--- src/rtl/thermt_pkg.sv ---
package thermt_pkg;

  // table geometry
  localparam int ROM_SIZE  = 34;
  localparam int ROM_IDX_W = 6;
  localparam int ROM_W     = 18;

  // temperature scale, 1/256 degree units
  localparam int TEMP_BASE = -10240;
  localparam int TEMP_STEP = 1280;

  // reference resistor register
  localparam int          RREF_W     = 20;
  localparam logic [19:0] RREF_RESET = 20'd10000;

  // range status codes
  localparam logic [1:0] ST_IN_RANGE  = 2'd0;
  localparam logic [1:0] ST_COLD      = 2'd1;
  localparam logic [1:0] ST_HOT       = 2'd2;
  localparam logic [1:0] ST_CODE_ZERO = 2'd3;

  // thermistor resistance in ohms, one point every 5 degrees from -40
  function automatic logic [ROM_W-1:0] rom_ohms(input logic [ROM_IDX_W-1:0] i);
    case (i)
      6'd0:    rom_ohms = 18'd195652;
      6'd1:    rom_ohms = 18'd148171;
      6'd2:    rom_ohms = 18'd113347;
      6'd3:    rom_ohms = 18'd87559;
      6'd4:    rom_ohms = 18'd68237;
      6'd5:    rom_ohms = 18'd53650;
      6'd6:    rom_ohms = 18'd42506;
      6'd7:    rom_ohms = 18'd33892;
      6'd8:    rom_ohms = 18'd27219;
      6'd9:    rom_ohms = 18'd22021;
      6'd10:   rom_ohms = 18'd17926;
      6'd11:   rom_ohms = 18'd14674;
      6'd12:   rom_ohms = 18'd12081;
      6'd13:   rom_ohms = 18'd10000;
      6'd14:   rom_ohms = 18'd8315;
      6'd15:   rom_ohms = 18'd6948;
      6'd16:   rom_ohms = 18'd5834;
      6'd17:   rom_ohms = 18'd4917;
      6'd18:   rom_ohms = 18'd4161;
      6'd19:   rom_ohms = 18'd3535;
      6'd20:   rom_ohms = 18'd3014;
      6'd21:   rom_ohms = 18'd2586;
      6'd22:   rom_ohms = 18'd2228;
      6'd23:   rom_ohms = 18'd1925;
      6'd24:   rom_ohms = 18'd1669;
      6'd25:   rom_ohms = 18'd1452;
      6'd26:   rom_ohms = 18'd1268;
      6'd27:   rom_ohms = 18'd1110;
      6'd28:   rom_ohms = 18'd974;
      6'd29:   rom_ohms = 18'd858;
      6'd30:   rom_ohms = 18'd758;
      6'd31:   rom_ohms = 18'd672;
      6'd32:   rom_ohms = 18'd596;
      6'd33:   rom_ohms = 18'd531;
      default: rom_ohms = 18'd0;
    endcase
  endfunction

  // temperature of table point i
  function automatic logic signed [15:0] point_temp(input logic [ROM_IDX_W-1:0] i);
    point_temp = 16'(TEMP_BASE + TEMP_STEP * int'(i));
  endfunction

endpackage

--- src/rtl/thermt_div.sv ---
module thermt_div #(
  parameter int DW  = 33,
  parameter int DVW = 16
) (
  input  logic           clk,
  input  logic           rst,
  input  logic           start,
  input  logic [DW-1:0]  dividend,
  input  logic [DVW-1:0] divisor,
  output logic           done,
  output logic [DW-1:0]  quotient
);

  localparam int CNW = $clog2(DW + 1);

  logic           busy;
  logic [CNW-1:0] cnt;
  logic [DW-1:0]  dvd;
  logic [DVW-1:0] dvs;
  logic [DVW-1:0] rem;
  logic [DVW:0]   shifted;
  logic [DVW:0]   trial;
  logic           ge;

  // one restoring step
  always_comb begin
    shifted = {rem, dvd[DW-1]};
    trial   = shifted - {1'b0, dvs};
    ge      = shifted >= {1'b0, dvs};
  end

  // control
  always_ff @(posedge clk) begin
    if (rst) begin
      busy <= 1'b0;
      done <= 1'b0;
      cnt  <= '0;
    end else begin
      done <= 1'b0;
      if (start) begin
        busy <= 1'b1;
        cnt  <= CNW'(DW);
      end else if (busy) begin
        cnt <= cnt - CNW'(1);
        if (cnt == CNW'(1)) begin
          busy <= 1'b0;
          done <= 1'b1;
        end
      end
    end
  end

  // datapath, quotient bits shift in behind the dividend
  always_ff @(posedge clk) begin
    if (start) begin
      dvd <= dividend;
      dvs <= divisor;
      rem <= '0;
    end else if (busy) begin
      rem <= ge ? trial[DVW-1:0] : shifted[DVW-1:0];
      dvd <= {dvd[DW-2:0], ge};
    end
  end

  assign quotient = dvd;

endmodule

--- src/rtl/thermistor_adc_to_temperature_unit.sv ---
// Thermistor ADC code to temperature.
// Input channel: in_valid / in_stall carrying one 12-bit adc_code word.
// Output channel: out_valid / out_stall carrying temperature (signed 1/256 C),
// resistance_ohms (saturating) and range_status for each input word.
// Configuration: cfg_write with cfg_data loads the reference resistor in ohms.
// One shared restoring divider, one quotient bit per cycle, computes first the
// resistance and then the interpolation fraction; a sequencer scans the table
// one point per cycle between the two divisions.
// Code zero skips both divisions and the table scan. Divider width is
// DW = max(20 + clog2(ADC_FULL_SCALE+1), 27). One word is in flight at a
// time, so in_stall is high from accept until the result moves to the
// output register.
// The output register holds a result while out_stall is high; a new word may
// be accepted then, and its result waits in the sequencer until the slot frees.
// Reset clears out_valid and the sequencer, and sets the resistor to 10000 ohms.
module thermistor_adc_to_temperature_unit
  import thermt_pkg::*;
#(
  parameter int TABLE_POINTS   = 34,
  parameter int ADC_FULL_SCALE = 4096
) (
  input  logic               clk,
  input  logic               rst,
  input  logic               cfg_write,
  input  logic [19:0]        cfg_data,
  input  logic               in_valid,
  output logic               in_stall,
  input  logic [11:0]        adc_code,
  output logic               out_valid,
  input  logic               out_stall,
  output logic signed [15:0] temperature,
  output logic [31:0]        resistance_ohms,
  output logic [1:0]         range_status
);

  localparam int N_CAP  = (TABLE_POINTS > ROM_SIZE) ? ROM_SIZE : TABLE_POINTS;
  localparam int N_USED = (N_CAP < 2) ? 2 : N_CAP;
  localparam int DFW    = $clog2(ADC_FULL_SCALE + 1);
  localparam int PW     = RREF_W + DFW;
  localparam int DW     = (PW > 27) ? PW : 27;
  localparam int DVW    = 16;
  localparam int QW     = (DW > 32) ? DW : 33;

  localparam logic [2:0] S_IDLE  = 3'd0;
  localparam logic [2:0] S_MUL   = 3'd1;
  localparam logic [2:0] S_DIV1  = 3'd2;
  localparam logic [2:0] S_WAIT1 = 3'd3;
  localparam logic [2:0] S_SCAN  = 3'd4;
  localparam logic [2:0] S_DIV2  = 3'd5;
  localparam logic [2:0] S_WAIT2 = 3'd6;
  localparam logic [2:0] S_OUT   = 3'd7;

  logic [2:0]           state;
  logic [RREF_W-1:0]    r_ref;
  logic [11:0]          code;
  logic [PW-1:0]        prod;
  logic [31:0]          res;
  logic [ROM_IDX_W-1:0] k;
  logic [26:0]          num;
  logic [DVW-1:0]       dsub;
  logic signed [15:0]   temp;
  logic [1:0]           status;

  logic [16:0]          fs_w;
  logic [16:0]          code_w;
  logic [16:0]          diff_w;
  logic                 div_start;
  logic [DW-1:0]        div_dividend;
  logic [DVW-1:0]       div_divisor;
  logic                 div_done;
  logic [DW-1:0]        div_quot;
  logic [QW-1:0]        quot_ext;
  logic [ROM_W-1:0]     rom_k;
  logic [ROM_W-1:0]     rom_prev;
  logic [ROM_W-1:0]     x;
  logic [ROM_W-1:0]     d_full;
  logic [26:0]          num_next;
  logic                 res_ge;
  logic                 out_free;

  // reference resistor register
  always_ff @(posedge clk) begin
    if (rst) begin
      r_ref <= RREF_RESET;
    end else if (cfg_write) begin
      r_ref <= cfg_data;
    end
  end

  // full scale minus code, zero when the code reaches full scale
  always_comb begin
    fs_w   = 17'(ADC_FULL_SCALE);
    code_w = 17'(code);
    diff_w = (fs_w > code_w) ? (fs_w - code_w) : 17'd0;
  end

  // divider operand select
  always_comb begin
    div_start = (state == S_DIV1) || (state == S_DIV2);
    if (state == S_DIV2) begin
      div_dividend = DW'(num);
      div_divisor  = dsub;
    end else begin
      div_dividend = DW'(prod);
      div_divisor  = DVW'(code);
    end
  end

  thermt_div #(
    .DW  (DW),
    .DVW (DVW)
  ) u_div (
    .clk      (clk),
    .rst      (rst),
    .start    (div_start),
    .dividend (div_dividend),
    .divisor  (div_divisor),
    .done     (div_done),
    .quotient (div_quot)
  );

  // table scan and interpolation operands
  always_comb begin
    quot_ext = QW'(div_quot);
    rom_k    = rom_ohms(k);
    rom_prev = rom_ohms(k - ROM_IDX_W'(1));
    res_ge   = res >= 32'(rom_k);
    x        = rom_prev - res[ROM_W-1:0];
    d_full   = rom_prev - rom_k;
    num_next = 27'({x, 10'b0}) + 27'({x, 8'b0}) + 27'(d_full[ROM_W-1:1]);
  end

  assign out_free = !out_valid || !out_stall;
  assign in_stall = (state != S_IDLE);

  // sequencer
  always_ff @(posedge clk) begin
    if (rst) begin
      state <= S_IDLE;
    end else begin
      unique case (state)
        S_IDLE: begin
          if (in_valid) begin
            state <= (adc_code == 12'd0) ? S_OUT : S_MUL;
          end
        end
        S_MUL:   state <= S_DIV1;
        S_DIV1:  state <= S_WAIT1;
        S_WAIT1: begin
          if (div_done) begin
            state <= S_SCAN;
          end
        end
        S_SCAN: begin
          if (res_ge) begin
            state <= (k == '0) ? S_OUT : S_DIV2;
          end else if (k == ROM_IDX_W'(N_USED - 1)) begin
            state <= S_OUT;
          end
        end
        S_DIV2:  state <= S_WAIT2;
        S_WAIT2: begin
          if (div_done) begin
            state <= S_OUT;
          end
        end
        S_OUT: begin
          if (out_free) begin
            state <= S_IDLE;
          end
        end
        default: state <= S_IDLE;
      endcase
    end
  end

  // working registers
  always_ff @(posedge clk) begin
    case (state)
      S_IDLE: begin
        code <= adc_code;
        k    <= '0;
        res    <= 32'hFFFF_FFFF;
        temp   <= point_temp('0);
        status <= ST_CODE_ZERO;
      end
      S_MUL: begin
        prod <= PW'(r_ref) * PW'(diff_w[DFW-1:0]);
      end
      S_WAIT1: begin
        res <= (|quot_ext[QW-1:32]) ? 32'hFFFF_FFFF : quot_ext[31:0];
      end
      S_SCAN: begin
        if (res_ge) begin
          if (k == '0) begin
            temp   <= point_temp('0);
            status <= (res == 32'(rom_k)) ? ST_IN_RANGE : ST_COLD;
          end else begin
            num  <= num_next;
            dsub <= d_full[DVW-1:0];
          end
        end else if (k == ROM_IDX_W'(N_USED - 1)) begin
          temp   <= point_temp(k);
          status <= ST_HOT;
        end else begin
          k <= k + ROM_IDX_W'(1);
        end
      end
      S_WAIT2: begin
        temp   <= point_temp(k - ROM_IDX_W'(1)) + signed'(16'(div_quot));
        status <= ST_IN_RANGE;
      end
      default: begin
      end
    endcase
  end

  // output register
  always_ff @(posedge clk) begin
    if (rst) begin
      out_valid <= 1'b0;
    end else if (state == S_OUT && out_free) begin
      out_valid <= 1'b1;
    end else if (!out_stall) begin
      out_valid <= 1'b0;
    end
  end

  always_ff @(posedge clk) begin
    if (state == S_OUT && out_free) begin
      temperature     <= temp;
      resistance_ohms <= res;
      range_status    <= status;
    end
  end

`ifndef SYNTHESIS
  a_accept_leaves_idle: assert property (@(posedge clk) disable iff (rst)
    in_valid && !in_stall |=> state != S_IDLE)
    else $error("accepted word did not start the sequencer");

  a_scan_in_table: assert property (@(posedge clk) disable iff (rst)
    state == S_SCAN |-> k < ROM_IDX_W'(N_USED))
    else $error("table scan ran past the last point");

  a_code_zero_res: assert property (@(posedge clk) disable iff (rst)
    out_valid && range_status == ST_CODE_ZERO |-> resistance_ohms == 32'hFFFF_FFFF)
    else $error("code zero without saturated resistance");

  a_cold_clamp: assert property (@(posedge clk) disable iff (rst)
    out_valid && (range_status == ST_COLD || range_status == ST_CODE_ZERO)
    |-> temperature == 16'(TEMP_BASE))
    else $error("cold clamp temperature wrong");

  a_in_range_temp: assert property (@(posedge clk) disable iff (rst)
    out_valid && range_status == ST_IN_RANGE
    |-> temperature >= 16'(TEMP_BASE) &&
        temperature <= point_temp(ROM_IDX_W'(N_USED - 1)))
    else $error("interpolated temperature outside the table");
`endif

endmodule
--- config.mk ---
export PLATFORM = sky130hd
export DESIGN_NAME = thermistor_adc_to_temperature_unit
export DESIGN_NICKNAME = d
export VERILOG_FILES = /design/src/rtl/thermt_pkg.sv /design/src/rtl/thermt_div.sv /design/src/rtl/thermistor_adc_to_temperature_unit.sv
export SDC_FILE = /design/constraint.sdc
export NUM_CORES = 1
export LEC_CHECK = 0
export ABC_CLOCK_PERIOD_IN_PS = 7750
export BUFFER_PORTS_ARGS = -buffer_cell sky130_fd_sc_hd__buf_2
export CAP_MARGIN = 15
export CORE_MARGIN = 10
export CORE_UTILIZATION = 55
export DETAILED_ROUTE_END_ITERATION = 10
export PLACE_DENSITY_LB_ADDON = 0.3
export SLEW_MARGIN = 20
export SYNTH_ARGS = -nofsm -noshare
export SYNTH_HDL_FRONTEND = slang
export SYNTH_SLANG_ARGS = --single-unit
--- constraint.sdc ---
create_clock -name clk -period 7.75 [get_ports clk]
set_input_delay 1.55 -clock clk [delete_from_list [all_inputs] [get_ports clk]]
set_output_delay 1.55 -clock clk [all_outputs]
set_load 0.05 [all_outputs]
## After elaboration in Yosys (flattened, before gate mapping)

Memory sizes are Yosys's and may differ from the RTL's. A register that Yosys moved wholly into a read port is not among the register bits.
Index checks and enable logic that the tools add are counted.

- Reduce and logical (&&, ||, !) cells: 19
- Multiplexer cells: 37
- $add $sub $neg: 12
- Eq/ne operators: 19
- $mul: 3
- Order comparisons: 2
- Bitwise operators: 2

Operator list:

| kind | number |
|---|---|
| $mux W33 | 3 |
| $mux W16 | 4 |
| $pmux W32 S2 | 1 |
| $pmux W16 S3 | 1 |
| $sub A18 B18 Y18 | 2 |
| $mul A20 B13 Y33 | 1 |
| $add A15 B16 Y16 const A | 2 |
| $eq A32 B18 Y1 | 1 |
| $ge A32 B18 Y1 | 1 |
| $mux W32 | 1 |
| $mux W6 | 5 |
| $add A27 B17 Y27 | 1 |
| $add A27 B26 Y27 | 1 |
| $pmux W3 S8 | 1 |
| $mux W3 | 7 |
| $ge A17 B16 Y1 | 1 |
| $add A16 B16 Y16 | 1 |
| $mul A3 B6 Y8 const A | 2 |
| $sub A16 B16 Y16 | 1 |
| $sub A13 B12 Y13 const A | 1 |
| $eq A3 B3 Y1 const B | 4 |
| $logic_not A12 Y1 | 1 |
| $mux W12 | 1 |
| $pmux W6 S2 | 1 |
| 24 further kinds | 49 |

- Logic and storage cells: 118
- Register bits after elaboration: 291
- Memory bits (read-only): 2,304
- Output and inout port bits: 52
- Input bits: 37
- Memories kept: 2

Memory list:

| memory | words | bits a word | rd ports | clocked after Yosys merged registers in | write ports | RTL line | RTL |
|---|---|---|---|---|---|---|---|
| (name not given) | 64 | 18 | 1 | 1 | 0 | thermt_pkg.sv:24 | `case (i)` |
| (name not given) | 64 | 18 | 1 | 0 | 0 | thermt_pkg.sv:24 |  |

## Longest topological paths before layout

- Depth after elaboration: 5
- Mapped depth: 38
- Depth with buffers taken out: 37

## Hierarchy

A second synthesis with hierarchy kept.

- Cells, all modules: 2,716
- Area, all modules: 26,235.2 um2

Modules (own cells, without submodules):

| module | area an instance (um2) | seq. area each (um2) | cells each | times used |
|---|---|---|---|---|
| thermistor_adc_to_temperature_unit | 22,253.8 | 6,426.2 | 2,364 | 1 |
| thermt_div | 3,981.3 | 1,951.9 | 352 | 1 |

## Least setup slack after synthesis

No wires, ideal clock.

- Path kind: register -> register
- Start point: register k[0]
- End point: register num[26], data pin
- Required time: 7.491 ns
- Clock period less this slack: 7.632 ns
- Path buffers: 3
- Cell stages (with the launch flop): 36
- Setup time: 0.259 ns
- Slack: 0.118 ns
- Arrival time: 7.373 ns
- Cell sequence: edfxtp_1 clkbuf_1 inv_1 ha_1 inv_1 ha_1 clkbuf_1 buf_1 a21oi_1 nand2_1 a21oi_1 a31oi_1 ha_1 inv_1 fa_1 a21o_1 a21oi_1 o21bai_1 a21oi_1 o21bai_1 a211oi_1 o21ai_0 a31o_2 a21oi_1 xnor2_1 fa_1 ha_1 nand2_1 o21ai_0 o41ai_2 o21ai_0 o41ai_1 nor2_1 a2111oi_2 a21oi_1 xnor2_1

- Elaborated cells on any way between the ends: 6
- Classes of those cells: 5 x add/sub; 1 x memory

RTL lines:

| what | RTL line | RTL |
|---|---|---|
| start, declared | thermistor_adc_to_temperature_unit.sv:58 | `logic [ROM_IDX_W-1:0] k;` |
| start signal, assigned | thermistor_adc_to_temperature_unit.sv:206 | `k <= k + ROM_IDX_W'(1);` |
| $sub A6 B1 Y6 | thermistor_adc_to_temperature_unit.sv:126 | `rom_prev = rom_ohms(k - ROM_IDX_W'(1));` |
| $mem_v2 Z64 W18 | -- |  |
| $sub A18 B18 Y18 | thermistor_adc_to_temperature_unit.sv:129 | `d_full = rom_prev - rom_k;` |
| named net d_full[14] | thermistor_adc_to_temperature_unit.sv:76 | `logic [ROM_W-1:0] d_full;` |
| $add A27 B17 Y27 | thermistor_adc_to_temperature_unit.sv:130 | `num_next = 27'({x, 10'b0}) + 27'({x, 8'b0}) + 27'(d_full[ROM_W-1:1]);` |
| named net num_next[26] | thermistor_adc_to_temperature_unit.sv:77 | `logic [26:0] num_next;` |
| end signal, assigned | thermistor_adc_to_temperature_unit.sv:199 | `num <= num_next;` |
| end, declared | thermistor_adc_to_temperature_unit.sv:59 | `logic [26:0] num;` |

The timed path passes the listed nets, and every way through them passes these cells.
A chain may end at the register's enable or synchronous reset.

## Worst setup path in the final report

Same ends and word-level chain as after synthesis.

==> impl_metrics.json <==
{
  "status": "finished clean",
  "ys_top_cells_by_area": "edfxtp_1 27%, fa_1 16%, ha_1 11%",
  "critPathRequiredTime_ps": 8040,
  "synth_fp_nets": 3145,
  "yosysUniqueCellTypes": 89,
  "synth-main-ff-cell": "edfxtp_1",
  "max_clock_freq_mhz": 136,
  "cp.arrival_ps": 7640,
  "crit_slowest_cell": "fa_1",
  "floorplan.initialDensity": 0.556,
  "end_kind": "register",
  "drt.antenna.violating_nets": 0,
  "hold_viol_final": 0,
  "cp_slowest_stage_delay_ps": 490,
  "vias": 19400,
  "whs_ps": 421,
  "drv_slew": 0,
  "synth-edff-count": 235,
  "cts.sinks": 301,
  "dieArea_um2": 56000,
  "fin_cells": 3372,
  "r2r_start": "k[0]$_DFFE_PP_",
  "avgRoutedWirePerCell_um": 19.9,
  "cp-start-kind": "register",
  "port_buffers": 88,
  "grt_pass1_wl_mm": 108,
  "yosys.area.top_type": "edfxtp_1",
  "cp_common_cell": "a21oi_1",
  "reg2reg_to": "num[26]$_DFFE_PP_",
  "cts_root_buf": "clkbuf_16",
  "cts_hold_buffers": 0,
  "synth_area_um2": 25800,
  "row_count": 79,
  "drt-initial-drc-count": 1460,
  "place_congestion": 0.920,
  "clk_pin_slew_ps": 60,
  "rrSetupSlack_ps": 400,
  "fin_util": 0.609,
  "grt_use_total": 0.238,
  "path_class": "reg -> reg",
  "grt_max_degree": 65,
  "setup_violations": 0,
  "path_max_fanout": 11,
  "area_growth_pct": 9.61,
  "overflow": 0,
  "insertion_delay_ps": 560,
  "post-place-cells": 3305,
  "hold_depth": 0,
  "die_height_um": 237,
  "hold_class": "reg -> reg",
  "htreeDepth": 2,
  "post-dp-hpwl_mm": 53.2,
  "die_x_um": 237,
  "ys_ff_latch": 301,
  "synthArstFlopShare": 0,
  "holdCritStartpoint": "temp[4]$_DFFE_PP_",
  "post_dp_cell_area_um2": 27000,
  "yosysSeqAreaShare": 0.324,
  "coreArea_um2": 46500,
  "drive_gt1_frac": 0.0999,
  "finalWirelength_mm": 67.0,
  "first_global_vias": 19800,
  "ys_warn_count": 0,
  "syn_inst": 2673,
  "timing.final.crit_share": 0.948,
  "whs_endpoint": "temperature[4]$_DFFE_PP_",
  "first_pass_iters": 6,
  "cts_buffers": 35,
  "drv_cap": 0,
  "route.detailed.drc": 0,
  "fin_worst_skew_ps": 26.9,
  "finalInstanceArea_um2": 28300,
  "reg2regPathDepth": 36,
  "avgSynthCellArea_um2": 9.66,
  "antenna_found_initial": 2,
  "nNetsFinal": 3209,
  "vias_per_cell": 5.76,
  "cts_tree": "yes",
  "yosysTopAreaCellShare": 0.273,
  "max_slew_margin": 0.325,
  "io_pins": 89,
  "fin_crit_ps": 7350,
  "tightestPinTransition_ps": 1010,
  "n_fill_cell": 3875,
  "clockBufferDepth": 3
}
==> worst max path at each step <==
| stage | cells after the start | end | slack [ps] | start |
|---|---|---|---|---|
| after floorplan | 35 | num[26]$_DFFE_PP_ | 120 | k[0]$_DFFE_PP_ |
| after global placement | 25 | prod[31]$_DFFE_PP_ | 130 | code[4]$_DFFE_PP_ |
| final | 36 | num[26]$_DFFE_PP_ | 400 | k[0]$_DFFE_PP_ |
| after detailed placement | 26 | prod[31]$_DFFE_PP_ | 70 | code[4]$_DFFE_PP_ |
| after CTS | 26 | prod[31]$_DFFE_PP_ | 60 | code[4]$_DFFE_PP_ |
| after global routing | 36 | num[26]$_DFFE_PP_ | -70 | k[0]$_DFFE_PP_ |
==> synth_stat cells (all sizes together), types with 5 or more instances <==
| master | count |
|---|---|
| inv | 376 |
| xnor2 | 95 |
| dfxtp | 66 |
| o22ai | 7 |
| a2111oi | 8 |
| a21oi | 151 |
| a211oi | 24 |
| or3 | 13 |
| a221oi | 6 |
| nor2b | 24 |
| and3 | 22 |
| nand2b | 39 |
| clkbuf | 95 |
| o211ai | 7 |
| nor2 | 147 |
| o21a | 13 |
| ha | 223 |
| a22o | 9 |
| xor2 | 28 |
| nand3 | 35 |
| a31o | 6 |
| nor4 | 16 |
| o21ai | 115 |
| a311oi | 5 |
| or2 | 9 |
| nand4 | 8 |
| mux2i | 59 |
| o31ai | 6 |
| a31oi | 10 |
| buf | 21 |
| edfxtp | 235 |
| and2 | 113 |
| fa | 212 |
| a21o | 29 |
| a211o | 11 |
| o21bai | 13 |
| nor3 | 41 |
| o32ai | 5 |
| nand2 | 322 |
| mux2 | 6 |
==> placed cells by master (no fill, tap or decap), drive strengths merged, types with 28 or more instances in the layout <==
cell type  count
a21o          29
a21oi        151
and2         113
buf          143
clkbuf        47
dfxtp         66
edfxtp       235
fa           212
ha           223
inv          378
mux2i         59
nand2        322
nand2b        39
nand3         35
nor2         147
nor3          41
o21ai        115
xnor2         95
xor2          28
==> cells by family (layout without fill, tap and decap cells) <==
kind of cell | after synthesis | in the layout | synth area share
xor+xnor | 123 | 123 | 0.0417
mux | 65 | 65 | 0.0269
other cells | 0 | 1 | 0
compound gates | 454 | 454 | 0.112
buf+inv | 493 | 584 | 0.0738
flops | 301 | 301 | 0.324
fa+ha+maj | 435 | 435 | 0.272
simple gates | 802 | 802 | 0.148
==> worst max-delay path: cells and delay by family (launching register included) <==
kind                       cells  cell delay [ps]
AOI/OAI and AO/OA             19             3700
xor gates and xnor gates       3              420
adders and majority gates      4             1460
buffers and inverters          4              480
DFF                            1              380
and+or+nand+nor                6              670
==> per-stage QoR <==
stage / worst slack (ps) / setup TNS (ps)
2_1_floorplan: 118 / 0
3_3_place_gp: 130 / 0
3_5_place_dp: 72.2 / 0
4_1_cts: 57.1 / 0
5_1_grt: -72.4 / -73.5
6_report: 404 / 0
==> cell type report <==
cell class | instances | area (um2) | area share
flip-flops and latches | 301 | 8380 | 0.296
well taps | 607 | 759 | 0.0268
clock buffers | 47 | 972 | 0.0344
inverters | 377 | 1420 | 0.0500
clock inverters | 17 | 174 | 0.00615
repair buffers | 143 | 857 | 0.0303
multi-input cells | 1879 | 15700 | 0.556
diodes | 1 | 2.50 | 0.0000884
==> routing by layer <==
metal / up-vias / share of wire / track usage
met4: 0 / 0.029 / 0.0764
met1: 9586 / 0.44 / 0.315
li1: 9072 / - / -
met2: 644 / 0.48 / 0.400
met5: - / 0 / 0
met3: 111 / 0.054 / 0.0286
==> sequential cells by signal, summed over array words and instances, names as in the netlist <==
| signal | flops |
|---|---|
| u_div.dvs | 16 |
| temperature | 16 |
| u_div.done | 1 |
| k | 6 |
| range_status | 2 |
| rom_k | 18 |
| code | 12 |
| state | 3 |
| dsub | 8 |
| out_valid | 1 |
| r_ref | 20 |
| u_div.rem | 16 |
| status | 2 |
| temp | 16 |
| u_div.quotient | 33 |
| resistance_ohms | 32 |
| prod | 33 |
| num | 27 |
| u_div.busy | 1 |
| res | 32 |
| u_div.cnt | 6 |
==> timing repair <==
action                                  in CTS  in global routing
buffers inserted                             0                  2
endpoints found under the setup margin       0                 14
resized for setup                            0                 28
Power is not shown: default switching activity piles up to over one toggle a cycle in this logic, so the estimate is an artifact.
